## src/design/hdlctx_pkg.sv

```systemverilog
// Types and constants of the HDLC NRZI frame transmitter.
// No dependencies; imported by the top level.
package hdlctx_pkg;

   // Opcodes on the request channel.
   localparam logic [1:0] OP_START = 2'd0;
   localparam logic [1:0] OP_DATA  = 2'd1;
   localparam logic [1:0] OP_END   = 2'd2;

   // Configuration register indexes.
   localparam logic [1:0] CSR_SCRAMBLE = 2'd0;
   localparam logic [1:0] CSR_PREAMBLE = 2'd1;
   localparam logic [1:0] CSR_CLOSING  = 2'd2;
   localparam logic [1:0] CSR_TAIL     = 2'd3;

   localparam logic [5:0] PREAMBLE_RESET = 6'd50;
   localparam logic [4:0] CLOSING_RESET  = 5'd10;
   localparam logic [4:0] TAIL_RESET     = 5'd10;
   localparam logic [5:0] PREAMBLE_MAX   = 6'd60;
   localparam logic [4:0] CLOSING_MAX    = 5'd24;
   localparam logic [4:0] TAIL_MAX       = 5'd24;

   localparam logic [7:0]  FLAG_BYTE = 8'h7E;
   localparam logic [15:0] CRC_INIT  = 16'hFFFF;
   localparam logic [15:0] CRC_POLY  = 16'h8408;
   localparam logic [4:0]  STUFF_RUN = 5'h1F;
   localparam logic [3:0]  FULL_COUNT = 4'd8;

   typedef enum logic [2:0] {
      ST_IDLE = 3'b001,
      ST_SEND = 3'b010,
      ST_FIN  = 3'b100
   } state_type;

   // Which part of the frame the bit coder is working through.
   typedef enum logic [5:0] {
      SEG_PRE   = 6'b000001,
      SEG_DATA  = 6'b000010,
      SEG_CRCLO = 6'b000100,
      SEG_CRCHI = 6'b001000,
      SEG_CLOSE = 6'b010000,
      SEG_TAIL  = 6'b100000
   } seg_type;

endpackage

```

## src/design/hdlc_nrzi_frame_transmitter.sv

```systemverilog
// HDLC transmitter: bit stuffing, CRC-16/X.25, optional x^17+x^12+1 scrambler,
// NRZI coding and byte packing through one shared bit coder; depends on hdlctx_pkg.
// One line bit per cycle while the output register is free; the coder stalls while a line
// byte waits in the output register, and each item ends with a wrap-up step in ST_FIN.
// req_tready is high only between items. Synchronous reset clears control, coder state
// and registers to defaults.
module hdlc_nrzi_frame_transmitter
   import hdlctx_pkg::*;
(
   input  logic        clock,
   input  logic        reset,
   input  logic        req_tvalid,
   output logic        req_tready,
   input  logic [7:0]  req_tdata,   // [7:0] data_byte
   input  logic [1:0]  req_tuser,   // [1:0] opcode
   output logic        rsp_tvalid,
   input  logic        rsp_tready,
   output logic [15:0] rsp_tdata,   // [7:0] line_byte, [11:8] bit_count, [15:12] zero
   output logic        rsp_tlast,   // run_last
   output logic        rsp_tuser,   // frame_done
   input  logic        csr_we,
   input  logic [1:0]  csr_addr,
   input  logic [5:0]  csr_wdata
);

   state_type   state_ff, state_in;
   seg_type     seg_ff, seg_in;
   logic        scr_en_ff, scr_en_in;
   logic [5:0]  pre_ff, pre_in;
   logic [4:0]  close_ff, close_in;
   logic [4:0]  tail_ff, tail_in;
   logic [15:0] crc_ff, crc_in;
   logic [16:0] scram_ff, scram_in;
   logic        level_ff, level_in;
   logic [4:0]  ones_ff, ones_in;
   logic [7:0]  pack_ff, pack_in;
   logic [2:0]  fill_ff, fill_in;
   logic [7:0]  shift_ff, shift_in;
   logic [2:0]  idx_ff, idx_in;
   logic [5:0]  left_ff, left_in;
   logic        stuff_ff, stuff_in;
   logic        is_end_ff, is_end_in;
   logic        pend_v_ff, pend_v_in;
   logic [7:0]  pend_ff, pend_in;
   logic        out_v_ff, out_v_in;
   logic [7:0]  out_byte_ff, out_byte_in;
   logic [3:0]  out_cnt_ff, out_cnt_in;
   logic        out_last_ff, out_last_in;
   logic        out_done_ff, out_done_in;

   logic [5:0]  pre_n;
   logic [4:0]  close_n;
   logic [4:0]  tail_n;
   logic        req_fire;
   logic        out_free;
   logic        enc_bit;
   logic        scr_bit;
   logic        tx_bit;
   logic [4:0]  ones_new;
   logic [16:0] scram_new;
   logic        level_new;
   logic [7:0]  pack_set;
   logic        crc_fb;
   logic        stuffed_seg;
   logic        byte_end;

   assign pre_n   = (pre_ff > PREAMBLE_MAX) ? PREAMBLE_MAX : pre_ff;
   assign close_n = (close_ff > CLOSING_MAX) ? CLOSING_MAX : close_ff;
   assign tail_n  = (tail_ff > TAIL_MAX) ? TAIL_MAX : tail_ff;

   assign req_tready = (state_ff == ST_IDLE);
   assign req_fire   = req_tvalid && req_tready;
   assign out_free   = !out_v_ff;

   // Shared bit coder: stuffing history, scrambler, NRZI level and packer.
   assign enc_bit   = stuff_ff ? 1'b0 : shift_ff[0];
   assign ones_new  = {ones_ff[3:0], enc_bit};
   assign scr_bit   = enc_bit ^ scram_ff[16] ^ scram_ff[11];
   assign tx_bit    = scr_en_ff ? scr_bit : enc_bit;
   assign scram_new = scr_en_ff ? {scram_ff[15:0], scr_bit} : scram_ff;
   assign level_new = level_ff ^ ~tx_bit;
   assign pack_set  = pack_ff | (8'(level_new) << fill_ff);
   assign crc_fb    = crc_ff[0] ^ enc_bit;
   assign stuffed_seg = (seg_ff == SEG_DATA) || (seg_ff == SEG_CRCLO) ||
                        (seg_ff == SEG_CRCHI);

   always_comb begin
      state_in    = state_ff;
      seg_in      = seg_ff;
      scr_en_in   = scr_en_ff;
      pre_in      = pre_ff;
      close_in    = close_ff;
      tail_in     = tail_ff;
      crc_in      = crc_ff;
      scram_in    = scram_ff;
      level_in    = level_ff;
      ones_in     = ones_ff;
      pack_in     = pack_ff;
      fill_in     = fill_ff;
      shift_in    = shift_ff;
      idx_in      = idx_ff;
      left_in     = left_ff;
      stuff_in    = stuff_ff;
      is_end_in   = is_end_ff;
      pend_v_in   = pend_v_ff;
      pend_in     = pend_ff;
      out_v_in    = out_v_ff && !rsp_tready;
      out_byte_in = out_byte_ff;
      out_cnt_in  = out_cnt_ff;
      out_last_in = out_last_ff;
      out_done_in = out_done_ff;
      byte_end    = 1'b0;

      if (csr_we) begin
         case (csr_addr)
            CSR_SCRAMBLE: scr_en_in = csr_wdata[0];
            CSR_PREAMBLE: pre_in    = csr_wdata;
            CSR_CLOSING:  close_in  = csr_wdata[4:0];
            CSR_TAIL:     tail_in   = csr_wdata[4:0];
            default: ;
         endcase
      end

      case (state_ff)
         ST_IDLE: begin
            if (req_fire) begin
               idx_in    = 3'd0;
               stuff_in  = 1'b0;
               left_in   = 6'd1;
               is_end_in = 1'b0;
               case (req_tuser)
                  OP_START: begin
                     crc_in   = CRC_INIT;
                     scram_in = '0;
                     level_in = 1'b0;
                     ones_in  = '0;
                     pack_in  = '0;
                     fill_in  = '0;
                     seg_in   = SEG_PRE;
                     shift_in = FLAG_BYTE;
                     left_in  = pre_n;
                     state_in = (pre_n == 6'd0) ? ST_FIN : ST_SEND;
                  end
                  OP_DATA: begin
                     seg_in   = SEG_DATA;
                     shift_in = req_tdata;
                     state_in = ST_SEND;
                  end
                  OP_END: begin
                     seg_in    = SEG_CRCLO;
                     shift_in  = ~crc_ff[7:0];
                     is_end_in = 1'b1;
                     state_in  = ST_SEND;
                  end
                  default: ;
               endcase
            end
         end

         ST_SEND: begin
            if (out_free) begin
               ones_in  = ones_new;
               scram_in = scram_new;
               level_in = level_new;
               if (fill_ff == 3'd7) begin
                  pack_in = '0;
                  fill_in = '0;
                  // A finished byte waits in the pending slot until we know
                  // whether it is the last one of this item.
                  if (pend_v_ff) begin
                     out_v_in    = 1'b1;
                     out_byte_in = pend_ff;
                     out_cnt_in  = FULL_COUNT;
                     out_last_in = 1'b0;
                     out_done_in = 1'b0;
                  end
                  pend_in   = pack_set;
                  pend_v_in = 1'b1;
               end else begin
                  pack_in = pack_set;
                  fill_in = fill_ff + 3'd1;
               end

               if (seg_ff == SEG_DATA && !stuff_ff) begin
                  crc_in = {1'b0, crc_ff[15:1]} ^ (crc_fb ? CRC_POLY : 16'h0000);
               end

               if (stuff_ff) begin
                  stuff_in = 1'b0;
                  byte_end = (idx_ff == 3'd0);
               end else begin
                  shift_in = {1'b0, shift_ff[7:1]};
                  idx_in   = idx_ff + 3'd1;
                  if (stuffed_seg && ones_new == STUFF_RUN) begin
                     stuff_in = 1'b1;
                  end else begin
                     byte_end = (idx_ff == 3'd7);
                  end
               end

               if (byte_end) begin
                  if (left_ff > 6'd1) begin
                     left_in  = left_ff - 6'd1;
                     shift_in = (seg_ff == SEG_TAIL) ? 8'h00 : FLAG_BYTE;
                  end else begin
                     case (seg_ff)
                        SEG_CRCLO: begin
                           seg_in   = SEG_CRCHI;
                           shift_in = ~crc_ff[15:8];
                           left_in  = 6'd1;
                        end
                        SEG_CRCHI: begin
                           if (close_n != 5'd0) begin
                              seg_in   = SEG_CLOSE;
                              shift_in = FLAG_BYTE;
                              left_in  = {1'b0, close_n};
                           end else if (tail_n != 5'd0) begin
                              seg_in   = SEG_TAIL;
                              shift_in = 8'h00;
                              left_in  = {1'b0, tail_n};
                           end else begin
                              state_in = ST_FIN;
                           end
                        end
                        SEG_CLOSE: begin
                           if (tail_n != 5'd0) begin
                              seg_in   = SEG_TAIL;
                              shift_in = 8'h00;
                              left_in  = {1'b0, tail_n};
                           end else begin
                              state_in = ST_FIN;
                           end
                        end
                        default: state_in = ST_FIN;
                     endcase
                  end
               end
            end
         end

         ST_FIN: begin
            if (out_free) begin
               if (pend_v_ff && is_end_ff && fill_ff != 3'd0) begin
                  out_v_in    = 1'b1;
                  out_byte_in = pend_ff;
                  out_cnt_in  = FULL_COUNT;
                  out_last_in = 1'b0;
                  out_done_in = 1'b0;
                  pend_v_in   = 1'b0;
               end else if (pend_v_ff) begin
                  out_v_in    = 1'b1;
                  out_byte_in = pend_ff;
                  out_cnt_in  = FULL_COUNT;
                  out_last_in = 1'b1;
                  out_done_in = is_end_ff;
                  pend_v_in   = 1'b0;
                  state_in    = ST_IDLE;
               end else if (is_end_ff && fill_ff != 3'd0) begin
                  // Flush of the partial line byte closes the frame.
                  out_v_in    = 1'b1;
                  out_byte_in = pack_ff;
                  out_cnt_in  = {1'b0, fill_ff};
                  out_last_in = 1'b1;
                  out_done_in = 1'b1;
                  pack_in     = '0;
                  fill_in     = '0;
                  state_in    = ST_IDLE;
               end else begin
                  state_in = ST_IDLE;
               end
            end
         end

         default: state_in = ST_IDLE;
      endcase
   end

   always_ff @(posedge clock) begin
      if (reset) begin
         state_ff  <= ST_IDLE;
         seg_ff    <= SEG_PRE;
         scr_en_ff <= 1'b0;
         pre_ff    <= PREAMBLE_RESET;
         close_ff  <= CLOSING_RESET;
         tail_ff   <= TAIL_RESET;
         crc_ff    <= CRC_INIT;
         scram_ff  <= '0;
         level_ff  <= 1'b0;
         ones_ff   <= '0;
         pack_ff   <= '0;
         fill_ff   <= '0;
         idx_ff    <= '0;
         left_ff   <= '0;
         stuff_ff  <= 1'b0;
         is_end_ff <= 1'b0;
         pend_v_ff <= 1'b0;
         out_v_ff  <= 1'b0;
      end else begin
         state_ff  <= state_in;
         seg_ff    <= seg_in;
         scr_en_ff <= scr_en_in;
         pre_ff    <= pre_in;
         close_ff  <= close_in;
         tail_ff   <= tail_in;
         crc_ff    <= crc_in;
         scram_ff  <= scram_in;
         level_ff  <= level_in;
         ones_ff   <= ones_in;
         pack_ff   <= pack_in;
         fill_ff   <= fill_in;
         idx_ff    <= idx_in;
         left_ff   <= left_in;
         stuff_ff  <= stuff_in;
         is_end_ff <= is_end_in;
         pend_v_ff <= pend_v_in;
         out_v_ff  <= out_v_in;
      end
   end

   always_ff @(posedge clock) begin
      shift_ff    <= shift_in;
      pend_ff     <= pend_in;
      out_byte_ff <= out_byte_in;
      out_cnt_ff  <= out_cnt_in;
      out_last_ff <= out_last_in;
      out_done_ff <= out_done_in;
   end

   assign rsp_tvalid = out_v_ff;
   assign rsp_tdata  = {4'd0, out_cnt_ff, out_byte_ff};
   assign rsp_tlast  = out_last_ff;
   assign rsp_tuser  = out_done_ff;

endmodule

```

## config.mk

```make
export PLATFORM = sky130hd
export DESIGN_NAME = hdlc_nrzi_frame_transmitter
export DESIGN_NICKNAME = d
export VERILOG_FILES = /design/src/design/hdlctx_pkg.sv /design/src/design/hdlc_nrzi_frame_transmitter.sv
export SDC_FILE = /design/constraint.sdc
export NUM_CORES = 1
export LEC_CHECK = 0
export BUFFER_PORTS_ARGS = -buffer_cell sky130_fd_sc_hd__buf_4
export CAP_MARGIN = 25
export CORE_MARGIN = 8
export CORE_UTILIZATION = 55
export CTS_CLUSTER_SIZE = 10
export DETAILED_ROUTE_END_ITERATION = 16
export GPL_ROUTABILITY_DRIVEN = 0
export GPL_TIMING_DRIVEN = 0
export PLACE_DENSITY = 0.74
export SLEW_MARGIN = 15
export SYNTH_ARGS = -nofsm -noshare
export SYNTH_HDL_FRONTEND = slang
export SYNTH_SLANG_ARGS = --single-unit
export TNS_END_PERCENT = 5
```

## constraint.sdc

```tcl
create_clock -name clock -period 4.6 [get_ports clock]
set_input_delay 1.38 -clock clock [delete_from_list [all_inputs] [get_ports clock]]
set_output_delay 1.38 -clock clock [all_outputs]
set_load 0.05 [all_outputs]
```

==> impl_metrics.csv <==
group,metric,value,unit
layout,fin_area,7000,um2
placement,pre_cts_ws,1.08,ns
global_routing,grt_pass1_vias,5036,
worst_hold_path,hold_class,"reg -> reg",
die,io_pins,43,
synth,synth_top_area_share,29.6,%
clocking,cts_tree,"done",
critical_path,crit_path_max_incr_delay,0.42,ns
synth,async_flop_share,0,%
power,clkPwrFrac,36.1,%
routing,drtIter0Drc,406,
critical_path,cp_cell_sequence,"buf_2 -> nor3b_2 -> buf_4",
power,powerDensity,494,nW/um2
layout,seq_area,2660,um2
routing,drcViolationCount,0,
clocking,clockBufferDepth,2,
die,rows,38,
clocking,clock-sinks,118,
synth,synthCells,643,
die,core-area,10700,um2
clocking,root_buffer,"clkbuf_8",
timing,worst_pin_slew,0.677,ns
timing,clock_skew,0.00749,ns
power,p_leak,2.73,nW
clocking,post_cts_resized,0,
synth,ys_types,75,
outcome,outcome,"finished clean",
layout,multi_input_area,2980,um2
global_routing,grtUsageTotal,20.8,%
critical_path,endpoint_kind,"output pin",
synth,ys_ff_latch,118,
placement,place_area,6430,um2
global_routing,grt_max_degree,17,
layout,stdcell_count,855,
critical_path,cp.arrival,1.72,ns
timing,slew_viol_final,0,
critical_path,slowest_stage,"nor3b_2",
routing,via_count,5071,
clocking,tritoncts.num_buffers,17,
synth,synth_top_family_by_area,"compound AO/OA/AOI/OAI gates",
layout,layout_commonest_cell,"dfxtp_1",
critical_path,cp-start-kind,"register",
placement,dp_hpwl,10600,um
timing,finalSetupTns,0,ns
job,maxCapViolCount,0,
timing,rsz0062_at_grt,"false",
clocking,clkTransAtPathRegs,0.05,ns
power,p_int,2.31,mW
die,die_y,120,um
power,net-switching-power,1.14,mW
power,power,3.46,mW
routing,routedWlPerCell,17.1,um
synth,syn_area_per_cell,9.24,um2
power,pwr-share-seq,35.1,%
synth,synth.area.top_cells,"dfxtp_1 30%, edfxtp_1 15%, nor2_1 5.4%",
clocking,h-tree-depth,4,
placement,post-place-cells,825,
timing,fin_crit_sh,67.4,%
placement,port_buffers,38,
timing,finalHoldViolCount,0,
critical_path,crit_required,3.22,ns
synth,synth_xor_area_share,1.92,%
timing,setup_viol_count_final,0,
layout,layout-drive-gt1-share,18.2,%
synth,synth_ff_type,"dfxtp_1",
die,die_w,120,um
power,switching_share,33.0,%
synth,synth_seq_area_share,44.8,%
timing,finalCriticalPeriod,3.10,ns
synth,synthMuxAreaShare,4.86,%
timing,slew_headroom,54.9,%
clocking,postCtsSetupBuffers,0,
global_routing,antenna_found_initial,0,
timing,fin_ws,1.50,ns
layout,nets,739,
global_routing,overflow,0,
layout,antenna_cells,0,
synth,mappedNetlistArea,5940,um2
routing,first_pass_iters,5,
synth,yosysWarnings,0,
die,dieArea,14400,um2
synth,yosysTopAreaCell,"dfxtp_1",
critical_path,crit_fanout,10,
power,ir_drop,0.299,mV
layout,area.growth.synth_to_final,17.7,%
global_routing,grt_pass1_wl,24000,um
routing,drtAntennaViolNets,0,
synth,synthSimpleGateAreaFrac,19.9,%
power,combPwrFrac,28.8,%
routing,wirelength,14600,um
synth,synth_compound_area_share,20.7,%
clocking,cts_hold_buf,0,
synth,synth_fa_ha_area_share,2.53,%
critical_path,r2r_slack,2.09,ns
synth,synth-edff-count,30,
critical_path,timing_worst_setup_path_type,"reg -> out",
clocking,clkLatencyLatePin,0.53,ns
layout,final_cell_mix,"88 x dfxtp_1, 86 x nor2_1, 43 x buf_4, 42 x a21oi_1, 34 x nand2_1",
routing,via_per_inst,5.93,
timing,max_freq,0.323,GHz
die,start_util,55.6,%
layout,n_fill_cell,898,
[area by class of cell]
| class | count | share of cell area (%) |
|---|---|---|
| repair buffers | 39 | 4.24 |
| flip-flops and latches | 118 | 38.1 |
| clock inverters | 3 | 0.608 |
| inverters | 28 | 1.50 |
| multi-input cells | 457 | 42.7 |
| plain buffers | 43 | 2.97 |
| clock buffers | 27 | 7.46 |
| well taps | 140 | 2.50 |
[layer usage]
metal | vias to the layer above | routed length, um | share of wire [%] | global-route usage, %
li1 | 2460 | - | - | -
met1 | 2423 | 6390 | 44 | 24.5
met2 | 159 | 7110 | 49 | 35.0
met3 | 29 | 816 | 5.6 | 5.78
met4 | 0 | 313 | 2.1 | 8.74
met5 | - | 0 | 0 | 0
[flip-flops by register name, indices dropped and copies added (netlist names), 3 cells and up]
signal       flops
close_ff         5
crc_ff          16
fill_ff          3
idx_ff           3
left_ff          6
ones_ff          4
out_byte_ff      8
out_cnt_ff       4
pack_ff          8
pend_ff          8
pre_ff           6
scram_ff        17
seg_ff           6
shift_ff         8
state_ff         3
tail_ff          5
[Yosys cell counts (all sizes together) (4+ instances only)]
master / number
nor3: 32
mux2i: 12
xor2: 5
nor2: 87
nand2b: 5
or2: 5
a31oi: 5
nor3b: 4
mux2: 15
a21oi: 44
buf: 20
a211oi: 4
clkbuf: 23
nand3: 21
nand4: 5
nand2: 34
a211o: 7
o21bai: 21
and2: 6
inv: 28
ha: 12
a2bb2o: 4
o2bb2ai: 4
edfxtp: 30
a221oi: 13
nor4: 6
a31o: 5
dfxtp: 88
o21ai: 22
a22oi: 16
xnor2: 8
nand3b: 5
a21boi: 4
[per-stage QoR]
| stage | util [%] | hold slack [ns] |
|---|---|---|
| final | 65.4 | 0.452 |
| after global routing | 65.4 | 0.468 |
| after CTS | 65.4 | 0.454 |
| after detailed placement | 60.1 | 0.447 |
| after global placement | 60.0 | 0.438 |
| after floorplan | - | 0.432 |
[power groups by stage]
stage	Clock (mW)	Sequential, mW	Combinational [mW]
6_report	1.25	1.21	0.996
4_1_cts	1.26	1.21	0.984
3_5_place_dp	0	1.23	0.978
5_1_grt	1.30	1.22	1.09
3_3_place_gp	0	1.23	0.962
2_1_floorplan	0	1.21	0.752
[worst paths after layout]
check                                  start      endpoint  cells past startpoint
worst min-delay path            scram_ff[10]  scram_ff[10]                      2
worst max-delay path             state_ff[0]    req_tready                      3
worst max register to register    rsp_tvalid    crc_ff[13]                      8
worst min register to register  scram_ff[10]  scram_ff[10]                      2
[cells by family after synthesis]
kind of cell | after synthesis
AND/OR/NAND/NOR | 231
AO/OA/AOI/OAI | 170
flip-flops | 118
buffers and inverters | 71
multiplexers | 27
XOR/XNOR | 13
adder cells (fa/ha/maj) | 12
other | 1
[critical path, delay by kind of cell (launching register included)]
family	cells	cell delay, ns
buffers and inverters	2	0.47
AND/OR/NAND/NOR	1	0.42
flip-flops	1	0.30
Power figures use the tool's default switching activity.
